**src/hdl/ecbu_pkg.sv**
```systemverilog
// shared types and constants for the camera basis update block
`timescale 1ns / 1ps
`default_nettype none
package ecbu_pkg;

  localparam int unsigned YawFull    = 23040;
  localparam int unsigned YawHalf    = 11520;
  localparam int unsigned YawQuarter = 5760;
  localparam int          PitchLimit = 5696;
  localparam int          UnitQ14    = 16384;
  localparam int          AtanCount  = 24;
  localparam int          CordicGain = 163008219;
  localparam int          CwW        = 34;

  localparam logic CmdRotate = 1'b0;
  localparam logic CmdMove   = 1'b1;

  typedef enum logic [2:0] {
    RegSensitivity = 3'd0,
    RegMoveSpeed   = 3'd1,
    RegInitYaw     = 3'd2,
    RegInitPitch   = 3'd3,
    RegInitPosX    = 3'd4,
    RegInitPosY    = 3'd5,
    RegInitPosZ    = 3'd6,
    RegNone        = 3'd7
  } reg_idx_e;

  // one queued beat: command and its operands
  typedef struct packed {
    logic               cmd;
    logic signed [15:0] x_offset;
    logic signed [15:0] y_offset;
    logic signed [15:0] dir_x;
    logic signed [15:0] dir_y;
    logic signed [15:0] dir_z;
    logic        [15:0] delta_time;
  } ecbu_item_t;

  function automatic logic [21:0] atan_q16(input logic [4:0] idx);
    unique case (idx)
      5'd0: atan_q16 = 22'd2949120;
      5'd1: atan_q16 = 22'd1740967;
      5'd2: atan_q16 = 22'd919879;
      5'd3: atan_q16 = 22'd466945;
      5'd4: atan_q16 = 22'd234379;
      5'd5: atan_q16 = 22'd117304;
      5'd6: atan_q16 = 22'd58666;
      5'd7: atan_q16 = 22'd29335;
      5'd8: atan_q16 = 22'd14668;
      5'd9: atan_q16 = 22'd7334;
      5'd10: atan_q16 = 22'd3667;
      5'd11: atan_q16 = 22'd1833;
      5'd12: atan_q16 = 22'd917;
      5'd13: atan_q16 = 22'd458;
      5'd14: atan_q16 = 22'd229;
      5'd15: atan_q16 = 22'd115;
      5'd16: atan_q16 = 22'd57;
      5'd17: atan_q16 = 22'd29;
      5'd18: atan_q16 = 22'd14;
      5'd19: atan_q16 = 22'd7;
      5'd20: atan_q16 = 22'd4;
      5'd21: atan_q16 = 22'd2;
      5'd22: atan_q16 = 22'd1;
      default: atan_q16 = 22'd0;
    endcase
  endfunction

  // q28 to q14 with round and clamp
  function automatic logic signed [15:0] to_q14(input logic signed [CwW-1:0] v);
    logic signed [CwW:0] t;
    t = ($signed({v[CwW-1], v}) + (CwW+1)'(8192)) >>> 14;
    if (t > (CwW+1)'(UnitQ14)) to_q14 = 16'sd16384;
    else if (t < -(CwW+1)'(UnitQ14)) to_q14 = -16'sd16384;
    else to_q14 = t[15:0];
  endfunction

  function automatic logic signed [15:0] mul_q14(input logic signed [15:0] a,
                                                 input logic signed [15:0] b);
    logic signed [31:0] p;
    logic signed [31:0] t;
    p = a * b;
    t = (p + 32'sd8192) >>> 14;
    if (t > 32'sd16384) mul_q14 = 16'sd16384;
    else if (t < -32'sd16384) mul_q14 = -16'sd16384;
    else mul_q14 = t[15:0];
  endfunction

endpackage
`default_nettype wire

```
**src/hdl/ecbu_front.sv**
```systemverilog
// input stage and two-entry queue for incoming beats
`timescale 1ns / 1ps
`default_nettype none
module ecbu_front import ecbu_pkg::*; (
  input  wire        clk_i,
  input  wire        rst_ni,
  input  wire        in_valid_i,
  output logic       in_ready_o,
  input  ecbu_item_t in_item_i,
  output logic       q_valid_o,
  input  wire        q_ready_i,
  output ecbu_item_t q_item_o
);

  ecbu_item_t  mem_q [2];
  logic        wr_ptr_q, wr_ptr_d, rd_ptr_q, rd_ptr_d;
  logic [1:0]  cnt_q, cnt_d;
  logic        push, pop;

  assign in_ready_o = (cnt_q != 2'd2);
  assign q_valid_o  = (cnt_q != 2'd0);
  assign q_item_o   = mem_q[rd_ptr_q];
  assign push = in_valid_i && in_ready_o;
  assign pop  = q_valid_o && q_ready_i;

  always_comb begin
    wr_ptr_d = push ? ~wr_ptr_q : wr_ptr_q;
    rd_ptr_d = pop ? ~rd_ptr_q : rd_ptr_q;
    cnt_d    = cnt_q + 2'(push) - 2'(pop);
  end

  always_ff @(posedge clk_i or negedge rst_ni) begin
    if (!rst_ni) begin
      wr_ptr_q <= 1'b0;
      rd_ptr_q <= 1'b0;
      cnt_q    <= 2'd0;
    end else begin
      wr_ptr_q <= wr_ptr_d;
      rd_ptr_q <= rd_ptr_d;
      cnt_q    <= cnt_d;
    end
  end

  always_ff @(posedge clk_i) begin
    if (push) begin
      mem_q[wr_ptr_q] <= in_item_i;
    end
  end

endmodule
`default_nettype wire

```
**config.mk**
```make
export PLATFORM = sky130hd
export DESIGN_NAME = ecbu_front
export DESIGN_NICKNAME = d
export VERILOG_FILES = /design/src/hdl/ecbu_pkg.sv /design/src/hdl/ecbu_front.sv
export SDC_FILE = /design/constraint.sdc
export NUM_CORES = 1
export LEC_CHECK = 0
export BUFFER_PORTS_ARGS = -buffer_cell sky130_fd_sc_hd__buf_2
export CORE_UTILIZATION = 40
export CTS_CLUSTER_SIZE = 40
export DETAILED_ROUTE_END_ITERATION = 10
export SETUP_SLACK_MARGIN = 0.2
export SYNTH_ARGS = -nofsm -noshare
export SYNTH_HDL_FRONTEND = slang
export SYNTH_SLANG_ARGS = --single-unit
export TNS_END_PERCENT = 5
```
**constraint.sdc**
```tcl
create_clock -name clk_i -period 5.9 [get_ports clk_i]
set_clock_uncertainty 0.1 [all_clocks]
set_input_delay 0.59 -clock clk_i [delete_from_list [all_inputs] [get_ports clk_i]]
set_output_delay 0.59 -clock clk_i [all_outputs]
set_load 0.01 [all_outputs]
```
Word level (Yosys, flattened, before mapping):

Memories as Yosys holds them, arrays and structs flattened.
Index checks and enable logic that the tools add are counted.

* register bits: 4
* bits in writable memories: 194
* input port bits: 101
* memories: 1

* add/sub/neg operators: 2
* equal/unequal tests: 1
* multiplexer cells: 2
* bitwise logic cells: 2
* reduce and logical (&&, ||, !) cells: 3

Memories
* mem_q: depth 2, width 97, rd ports 1, clocked after memory_dff 0, wr ports 1, RTL line ecbu_front.sv:15 `ecbu_item_t mem_q [2];`

Operator list (number)
* $add 2x1->2: 1
* $logic_and 1x1->1: 2
* $mux 1: 2
* $ne 2x2->1 const B: 1
* $not 1->1: 2
* $reduce_bool 2->1: 1
* $sub 2x1->2: 1

Longest topological paths before layout:

Gate-level depths: netlist of run 1.

* depth after elaboration: 4
* depth in mapped cells: 7
* gate-level depth less buffers: 7

Least setup slack after synthesis of run 1:

OpenSTA, ideal clock, no wires.

* path kind: input -> register
* start: input port in_valid_i
* end: memory mem_q[0][0] (netlist bit) (enable)
* library setup time: 0.554 ns
* arrival: 4.724 ns
* data required time: 5.246 ns
* path slack: 0.522 ns
* stages on the path: 2
* buffers on the path: 0
* cell sequence: nand2_1 -> nor2_1

* longest elaborated chain between the ends: 3

Ends and longest elaborated chain
* start, declared: RTL line ecbu_front.sv:7 `input wire in_valid_i,`
* $logic_and 1x1->1: RTL line ecbu_front.sv:23 `assign push = in_valid_i && in_ready_o;`
* $mux 1: RTL line ecbu_front.sv:45 `if (push) begin`
* $mux 1 (not written as such): RTL line ecbu_front.sv:46 `mem_q[wr_ptr_q] <= in_item_i;`
* end, declared: RTL line ecbu_front.sv:15

Every way passes these cells.

==> impl_metrics.toml, run 1 <==
[status]
status = "finished, final reports clean"

[hold_path]
hold_depth = 1
hp-class = "input pin to flip-flop"

[drt]
first_iter_violations = 183
route.detailed.drc = 0
viasPerCell = 4.69
final_antenna_net_count = 0
wl_mm = 13.3
firstDrtPassIters = 4
wl_per_cell_um = 17.3
vias = 3615

[power]
pwr_density_cell_nw_per_um2 = 487
p_sw_share_pct = 30.1
pwr-share-seq_pct = 46.9
peakVddDrop_uv = 297
pwr-share-comb_pct = 28.2
p_leak_uw = 0.00345
p_sw_uw = 1330
power.total_uw = 4430
power.clock.fraction_pct = 24.9
p_int_uw = 3100

[die]
die-height_um = 137
ios = 200
coreArea_um2 = 17500
die_area_um2 = 18700
rows = 48
die_x_um = 137
start_util_pct = 41.5

[worst_setup_path]
startpoint = "rd_ptr_q"
end_kind = "primary output"
endpoint = "q_item_o[28]"
cp-start-kind = "flip-flop"
cp_slowest_cell = "dfrtp_4"
r2r-start = "cnt_q[1]"
cp.arrival_ns = 2.64
rr_endpoint = "mem_q[1][31]"
rrSetupSlack_ns = 3.51
crit_fanout = 58
cpPeakStageDelay_ns = 0.96
criticalPathCategory = "flip-flop to primary output"
rr_worst_depth = 3
cp.required_ns = 5.21
crit_chain = "buf_4 -> mux2_2 -> buf_2"

[clock_tree]
cts_root_buf = "clkbuf_16"
ctsLongestPathBuffers = 2
numCtsBuffers = 17
clock_latency_ns = 0.42
path_clk_slew_ns = 0.08
cts_max_level = 4
cts_tree = "yes"
cts_sinks = 198

[final_layout]
nNetsFinal = 634
multi_input_area_um2 = 1270
regArea_um2 = 5930
fin_area_um2 = 9090
fillers = 1470
utilization_pct = 51.9
layout-drive-gt1-share_pct = 61.8
syn_to_final_growth_pct = 25.1

[synthesis]
synthMuxAreaShare_pct = 16.1
synth_area_per_cell_um2 = 22.8
synth_top_area_share_pct = 80.1
synth_cell_types = 16
synthXorXnorAreaFrac_pct = 0.482
yosys_warnings = 0
synth_top_family_by_area = "multiplexers"
synth_area_um2 = 7270
syn_nets = 422
ys_ff_latch = 198
ys_top_cells_by_area = "edfxtp_1 80%, mux2_2 12%, mux2_4 4.1%"
yosysSeqAreaShare_pct = 81.5
synthAdderAreaFrac_pct = 0.344
synth_top_cell_by_area = "edfxtp_1"
netlist_instances = 319
synth-simple-area-share_pct = 0.448
synth-compound-area-share_pct = 0

[placement]
hpwl_mm = 8.91
place_area_um2 = 8510
gp_congestion = 0.691
io_buffers = 199

[timing]
maxSlewHeadroom_pct = 45.4
slew_violations = 0
worst_slew_pin_slew_ns = 0.818
whs_ns = 0.248
period_share_pct = 56.5
min_period_ns = 3.33
rsz0062_at_grt = "false"
fin_tns_setup_ns = 0
max_freq_mhz = 300
finalSetupViolations = 0
hold_viol = 0

[global_route]
antenna_found_initial = 2
grt-ovfl-total = 0
grt_max_degree = 59
grt_pass1_vias = 3708
grt_pass1_wl_mm = 19.5
grt_usage_pct = 14.4

[run]
cap_violations = 0
layer usage:
metal	vias up	global-route usage, %	wire length [um]
met5	-	0	0
met4	0	6.04	200
met3	13	7.63	1410
met2	137	22.2	6260
met1	1769	16.8	5440
li1	1696	-	-
placed cells by master, fill, tap and decap left out:
master         count
nand2b_1           1
inv_8              4
mux2_2            77
dlygate4sd3_1      1
nand2_1            1
inv_1              1
or2_2              1
ha_1               2
xnor2_1            3
xor2_1             1
edfxtp_1         194
and3_4             1
nor2_4             1
diode_2            2
clkinv_2           2
dfrtp_4            1
clkinv_4           3
clkinv_8           1
clkinvlp_4         1
inv_6              4
buf_4              4
clkbuf_16         17
mux2_4            20
dfrtp_1            3
buf_2            199
and2_1             1
what timing repair did:
| action | 4_1_cts | 5_1_grt |
|---|---|---|
| hold buffers | 1 | 0 |
| hold endpoints to repair | 4 | 0 |
| setup buffers | 0 | 0 |
| gates resized for setup | 0 | 0 |
flip-flops by register name, indices dropped and copies added (netlist names):
name      flops
cnt_q         2
rd_ptr_q      1
mem_q       194
wr_ptr_q      1
area by class of cell:
class	instances	area share [%]
diodes	2	0.0550
clock buffers	17	4.68
clock inverters	15	1.54
inverters	1	0.0413
multi-input cells	109	14.0
flip-flops and latches	198	65.2
well taps	225	3.10
repair buffers	204	11.4
critical path: cells and delay by family (launching register included):
| kind | cells | cell delay [ns] |
|---|---|---|
| flops | 1 | 0.96 |
| buf+inv | 2 | 0.77 |
| mux | 1 | 0.41 |
worst min-delay path by stage:
stage / start / end / slack (ns)
after global routing: in_item_i[11] / mem_q[1][11] / 0.22
after global placement: rst_ni / cnt_q[0] / 0.30
after detailed placement: rst_ni / cnt_q[0] / 0.30
after CTS: in_item_i[11] / mem_q[1][11] / 0.23
after floorplan: rst_ni / cnt_q[0] / 0.19
final: in_item_i[11] / mem_q[1][11] / 0.25
synthesized netlist by cell type:
cell type and instances:
nand2_1 1, and3_1 1, xor2_1 1, nand2b_1 1, xnor2_1 3, or2_2 1, nor2_1 1, inv_1 1
mux2_4 20, buf_2 7, ha_1 2, mux2_2 77, buf_6 4, and2_1 1, edfxtp_1 194, dfrtp_1 4
power by group through the flow:
stage	logic (uW)	clock network [uW]	registers [uW]
2_1_floorplan	903	0	2040
3_3_place_gp	1260	0	2100
3_5_place_dp	1270	0	2120
4_1_cts	1280	1130	2090
5_1_grt	1360	1180	2120
6_report	1250	1100	2080
cells by family (layout without fill, tap and decap cells):
group / count (synthesis) / in the layout
buffers and inverters: 12 / 237
other: 0 / 2
xor gates and xnor gates: 4 / 4
DFF: 198 / 198
muxes: 97 / 97
and+or+nand+nor: 6 / 6
adders and majority gates: 2 / 2
per-stage QoR:
step	setup WS [ns]	std cells
after detailed placement	2.99	736
final	2.57	771
after CTS	2.51	769
after global placement	3.02	736
after global routing	2.41	769
after floorplan	0.522	319
No activity file was read; power rests on OpenSTA's default activity.
==> inputs of run 2 (changes only) <==
--- a/config.mk
+++ b/config.mk
@@ -9,6 +9,7 @@
 export CORE_UTILIZATION = 40
 export CTS_CLUSTER_SIZE = 40
 export DETAILED_ROUTE_END_ITERATION = 10
+export PLACE_DENSITY = 0.66
 export SETUP_SLACK_MARGIN = 0.2
 export SYNTH_ARGS = -nofsm -noshare
 export SYNTH_HDL_FRONTEND = slang
==> constraint.sdc (replaced) <==
create_clock -name clk_i -period 3 [get_ports clk_i]
set_clock_uncertainty 0.1 [all_clocks]
set_input_delay 0.3 -clock clk_i [delete_from_list [all_inputs] [get_ports clk_i]]
set_output_delay 0.3 -clock clk_i [all_outputs]
set_load 0.01 [all_outputs]
==> run 2 against run 1 <==
  * Routed wire length grew 5.1%
  * Combinational power grew 110%
  * Die area stayed put
  * Global-route usage rose by 0.86 points
  * Clock power increased by 110%
  * Largest cell class unchanged
  * Utilization up 5.9 points
  * Sequential power rose by 94%
  * Cell area increased by 11%
  * Critical endpoint is now q_item_o[20]
  * Hold slack worse by 0.13 ns
  * Non-clock buffer count is 99 higher
==> impl_metrics.toml, run 2 (synthesis results as in run 1) <==
[drt]
wl_mm = 14.0
final_antenna_net_count = 0
viasPerCell = 4.65
route.detailed.drc = 0
vias = 4038
firstDrtPassIters = 4
wl_per_cell_um = 16.1
first_iter_violations = 214

[placement]
io_buffers = 199
hpwl_mm = 8.69
gp_congestion = 0.699
numPlacedInstances = 738

[final_layout]
largest_registers = "mem_q: 194 flops, cnt_q: 2 flops"
n_antenna_cell = 0
nNetsFinal = 733
layout-drive-gt1-share_pct = 52.6
syn_to_final_growth_pct = 39.3
fin_cells = 868
largest_reg_flops = 194
layout_commonest_cell = "buf_2"
final_cell_mix = "199 x buf_2, 194 x edfxtp_1, 98 x dlygate4sd3_1"
largest_register = "mem_q"

[die]
start_util_pct = 41.5
die-height_um = 137
die_area_um2 = 18700
die_x_um = 137
coreArea_um2 = 17500
ios = 200
rows = 48

[clock_tree]
cts_max_level = 4
cts_root_buf = "clkbuf_16"
cts_sinks = 198
ctsLongestPathBuffers = 2
clock_latency_ns = 0.42
post_cts_buffers = 0
numCtsBuffers = 17
cts_tree = "yes"
cts_resized = 0
path_clk_slew_ns = 0.07

[power]
p_leak_uw = 0.00387
peakVddDrop_uv = 449
pwr_density_cell_nw_per_um2 = 886

[run]
cap_violations = 0

[global_route]
grt_pass1_vias = 4326
antenna_found_initial = 0
grt-ovfl-total = 0
grt_usage_pct = 15.3
grt_pass1_wl_mm = 21.1
grt_max_degree = 54

[timing]
finalSetupViolations = 0
maxSlewHeadroom_pct = 55.1
slew_violations = 0
worst_slew_pin_slew_ns = 0.674
period_share_pct = 84.2
rsz0062_at_grt = "false"
min_period_ns = 2.53
hold_viol = 0
max_freq_mhz = 396
whs_ns = 0.120

[hold_path]
hp-class = "input pin to async pin"

[worst_setup_path]
crit_fanout = 33
cp.arrival_ns = 2.13
cp-start-kind = "flip-flop"
r2r-start = "cnt_q[1]"
end_kind = "primary output"
rr_endpoint = "cnt_q[1]"
criticalPathCategory = "flip-flop to primary output"
rrSetupSlack_ns = 1.07
rr_worst_depth = 7
cp_slowest_cell = "dfrtp_4"
crit_chain = "buf_4 -> mux2_2 -> buf_2"
cpPeakStageDelay_ns = 0.75
cp.required_ns = 2.60

[status]
status = "finished, final reports clean"
## run 2: changes by cell type in the layout (fill, tap and decap cells not counted), sizes merged
cell | before | now
buf | 203 | 205
bufinv | 0 | 2
clkinv | 6 | 3
clkinvlp | 1 | 3
diode | 2 | 0
dlygate4sd3 | 1 | 98
inv | 9 | 8
## run 2: repair_timing
item	4_1_cts	5_1_grt
hold endpoints to repair	198	0
endpoints found under the setup margin	0	0
hold buffers	98	0
## run 2: power breakdown
group / internal (uW) / switching [uW]
Combinational: 1330 / 1340
Sequential: 3780 / 246
Clock: 1250 / 1010
Total: 6360 / 2610
## run 2: worst max-delay path: cells and delay by family (launching register included)
kind                   cells  cell delay (ns)
buffers and inverters      2             0.56
DFF                        1             0.75
muxes                      1             0.39
## run 2: area by class of cell
class,instances,area [um^2]
inverters,1,3.75
repair buffers,303,2050
flip-flops and latches,198,5930
multi-input cells,109,1270
fillers,1342,7410
clock buffers,17,425
clock inverters,15,165
well taps,225,282
## run 2: worst max-delay path by stage
| stage | startpoint | endpoint | slack [ns] | depth (start not counted) |
|---|---|---|---|---|
| floorplan | cnt_q[1] | mem_q[1][0] | -0.43 | 2 |
| global placement | rd_ptr_q | q_item_o[22] | 0.95 | 3 |
| detailed placement | rd_ptr_q | q_item_o[20] | 0.89 | 3 |
| CTS | rd_ptr_q | q_item_o[20] | 0.43 | 3 |
| global route | rd_ptr_q | q_item_o[54] | 0.35 | 3 |
| finish | rd_ptr_q | q_item_o[20] | 0.47 | 3 |
## run 2: metrics by stage
step / setup TNS (ns) / instance area (um^2) / setup slack, ns / utilization (%) / power [uW]
2_1_floorplan: -41.58 / 7280 / -0.429 / - / 5760
3_3_place_gp: 0 / 8550 / 0.952 / 48.8 / 6630
3_5_place_dp: 0 / 8550 / 0.889 / 48.8 / 6700
4_1_cts: 0 / 10100 / 0.435 / 57.7 / 9070
5_1_grt: 0 / 10100 / 0.353 / 57.7 / 9410
6_report: 0 / 10100 / 0.475 / 57.7 / 8970
## run 2: metal layers
metal  part of all wire [%]  global-route usage (%)  vias up
met5                      0                       0        -
met4                    1.5                    5.98        0
met3                    5.9                    4.00       16
met2                     53                    27.7      144
met1                     39                    17.0     1994
li1                       -                       -     1884
==> inputs of run 3 (changes only) <==
==> constraint.sdc (replaced) <==
create_clock -name clk_i -period 2.05 [get_ports clk_i]
set_clock_uncertainty 0.1 [all_clocks]
set_input_delay 0.205 -clock clk_i [delete_from_list [all_inputs] [get_ports clk_i]]
set_output_delay 0.205 -clock clk_i [all_outputs]
set_load 0.01 [all_outputs]
==> run 3 against run 2 <==
  * Sequential power up 43%
  * Via count up 0.74%
  * Final cell count up 0.81%
  * Critical path depth unchanged
  * Utilization up 1.5 points
  * Critical path type unchanged
  * Critical endpoint is now q_item_o[39]
==> impl_metrics.toml, run 3 (synthesis results as in run 1) <==
[drt]
first_iter_violations = 139
route.detailed.drc = 0
vias = 4068
wl_per_cell_um = 16.6
final_antenna_net_count = 0
wl_mm = 14.5
firstDrtPassIters = 4
viasPerCell = 4.65

[timing]
hold_viol = 0
rsz0062_at_grt = "true"
min_period_ns = 1.98
finalSetupViolations = 0
worst_slew_pin_slew_ns = 0.351
period_share_pct = 96.5
max_freq_mhz = 505
slew_violations = 0
maxSlewHeadroom_pct = 76.6
whs_ns = 0.400

[global_route]
grt-ovfl-total = 0
grt_usage_pct = 16.0
antenna_found_initial = 0
grt_max_degree = 61
grt_pass1_wl_mm = 21.9
grt_pass1_vias = 4381

[clock_tree]
cts_root_buf = "clkbuf_16"
cts_max_level = 4
cts_sinks = 198
path_clk_slew_ns = 0.08
clock_latency_ns = 0.42
cts_tree = "yes"
numCtsBuffers = 17
ctsLongestPathBuffers = 2

[final_layout]
fin_area_um2 = 10400
largest_register = "mem_q"
final_cell_mix = "194 x edfxtp_1, 189 x buf_2, 102 x dlygate4sd3_1"
nNetsFinal = 740
largest_reg_flops = 194
n_antenna_cell = 0
layout_commonest_cell = "edfxtp_1"
layout-drive-gt1-share_pct = 53.2
syn_to_final_growth_pct = 42.8
multi_input_area_um2 = 1300
largest_registers = "mem_q: 194 flops, cnt_q: 2 flops"
fillers = 1338
regArea_um2 = 5930

[worst_setup_path]
r2r-start = "cnt_q[0]"
rr_endpoint = "cnt_q[1]"
crit_fanout = 32
end_kind = "primary output"
criticalPathCategory = "flip-flop to primary output"
rrSetupSlack_ns = 0.27
cp-start-kind = "flip-flop"
cp.arrival_ns = 1.67
cp.required_ns = 1.75
rr_worst_depth = 7

[status]
status = "finished, final reports clean"

[placement]
io_buffers = 199
gp_congestion = 0.718
hpwl_mm = 8.66
place_area_um2 = 8620

[hold_path]
hp-class = "input pin to flip-flop"
hold_start = "in_item_i[48]"
hold_depth = 2
min_to = "mem_q[1][48]"

[power]
peakVddDrop_uv = 736
pwr_density_cell_nw_per_um2 = 1330
p_leak_uw = 0.00397

[die]
ios = 200
rows = 48
start_util_pct = 41.5
die_x_um = 137
coreArea_um2 = 17500
die-height_um = 137
die_area_um2 = 18700

[run]
cap_violations = 0
[run 3: changes by cell type in the layout (fill, tap and decap cells not counted), moves of 4 or more]
| cell | previous run | this run |
|---|---|---|
| buf_6 | 0 | 10 |
| buf_2 | 199 | 189 |
| buf_12 | 2 | 6 |
| inv_6 | 6 | 2 |
| dlygate4sd3_1 | 98 | 102 |
[run 3: worst max-delay path by stage]
stage	startpoint	end	cells after the start
6_report	rd_ptr_q	q_item_o[39]	3
3_3_place_gp	cnt_q[1]	cnt_q[1]	7
3_5_place_dp	cnt_q[1]	cnt_q[1]	7
5_1_grt	rd_ptr_q	q_item_o[39]	3
2_1_floorplan	cnt_q[1]	mem_q[0][0]	3
4_1_cts	rd_ptr_q	q_item_o[39]	3
[run 3: area by class of cell]
cell class	instances	share of cell area, %
Timing Repair Buffer	310	21.4
Clock buffer	17	4.10
Inverter	1	0.0361
Clock inverter	15	2.11
Sequential cell	198	57.1
Multi-Input combinational cell	109	12.5
Tap cell	225	2.71
[run 3: routing by layer]
metal	GRT usage [%]	up-vias	share of wire [%]
li1	-	1908	-
met1	17.4	2023	39
met2	29.0	124	54
met3	4.78	13	5.6
met4	6.04	0	1.0
met5	0	-	0
[run 3: critical path, stage by stage (launching register included)]
cell     delay (ns)
dfrtp_4        0.48
buf_12         0.25
mux2_2         0.37
buf_2          0.15
[run 3: power breakdown]
group          internal (uW)  switching [uW]
Clock                   2080            1510
Combinational           2210            2200
Sequential              5530             235
Total                   9810            3950
[run 3: what timing repair did]
item	4_1_cts	5_1_grt
resized for setup	0	16
endpoints found under the setup margin	98	98
endpoints found under the hold margin	199	1
pin swaps	0	3
buffers inserted	1	0
hold buffers	101	1
[run 3: metrics by stage]
| step | setup slack (ns) | util (%) | total power, uW | instances | TNS, ns |
|---|---|---|---|---|---|
| 6_report | 0.0716 | 59.2 | 13800 | 875 | 0 |
| 5_1_grt | -0.00889 | 59.2 | 14400 | 875 | -0.0229 |
| 4_1_cts | 0.0299 | 58.6 | 13700 | 874 | 0 |
| 3_5_place_dp | 0.178 | 49.2 | 9960 | 740 | 0 |
| 3_3_place_gp | 0.232 | 49.2 | 9840 | 740 | 0 |
| 2_1_floorplan | -0.582 | - | 8400 | 319 | -85.71 |
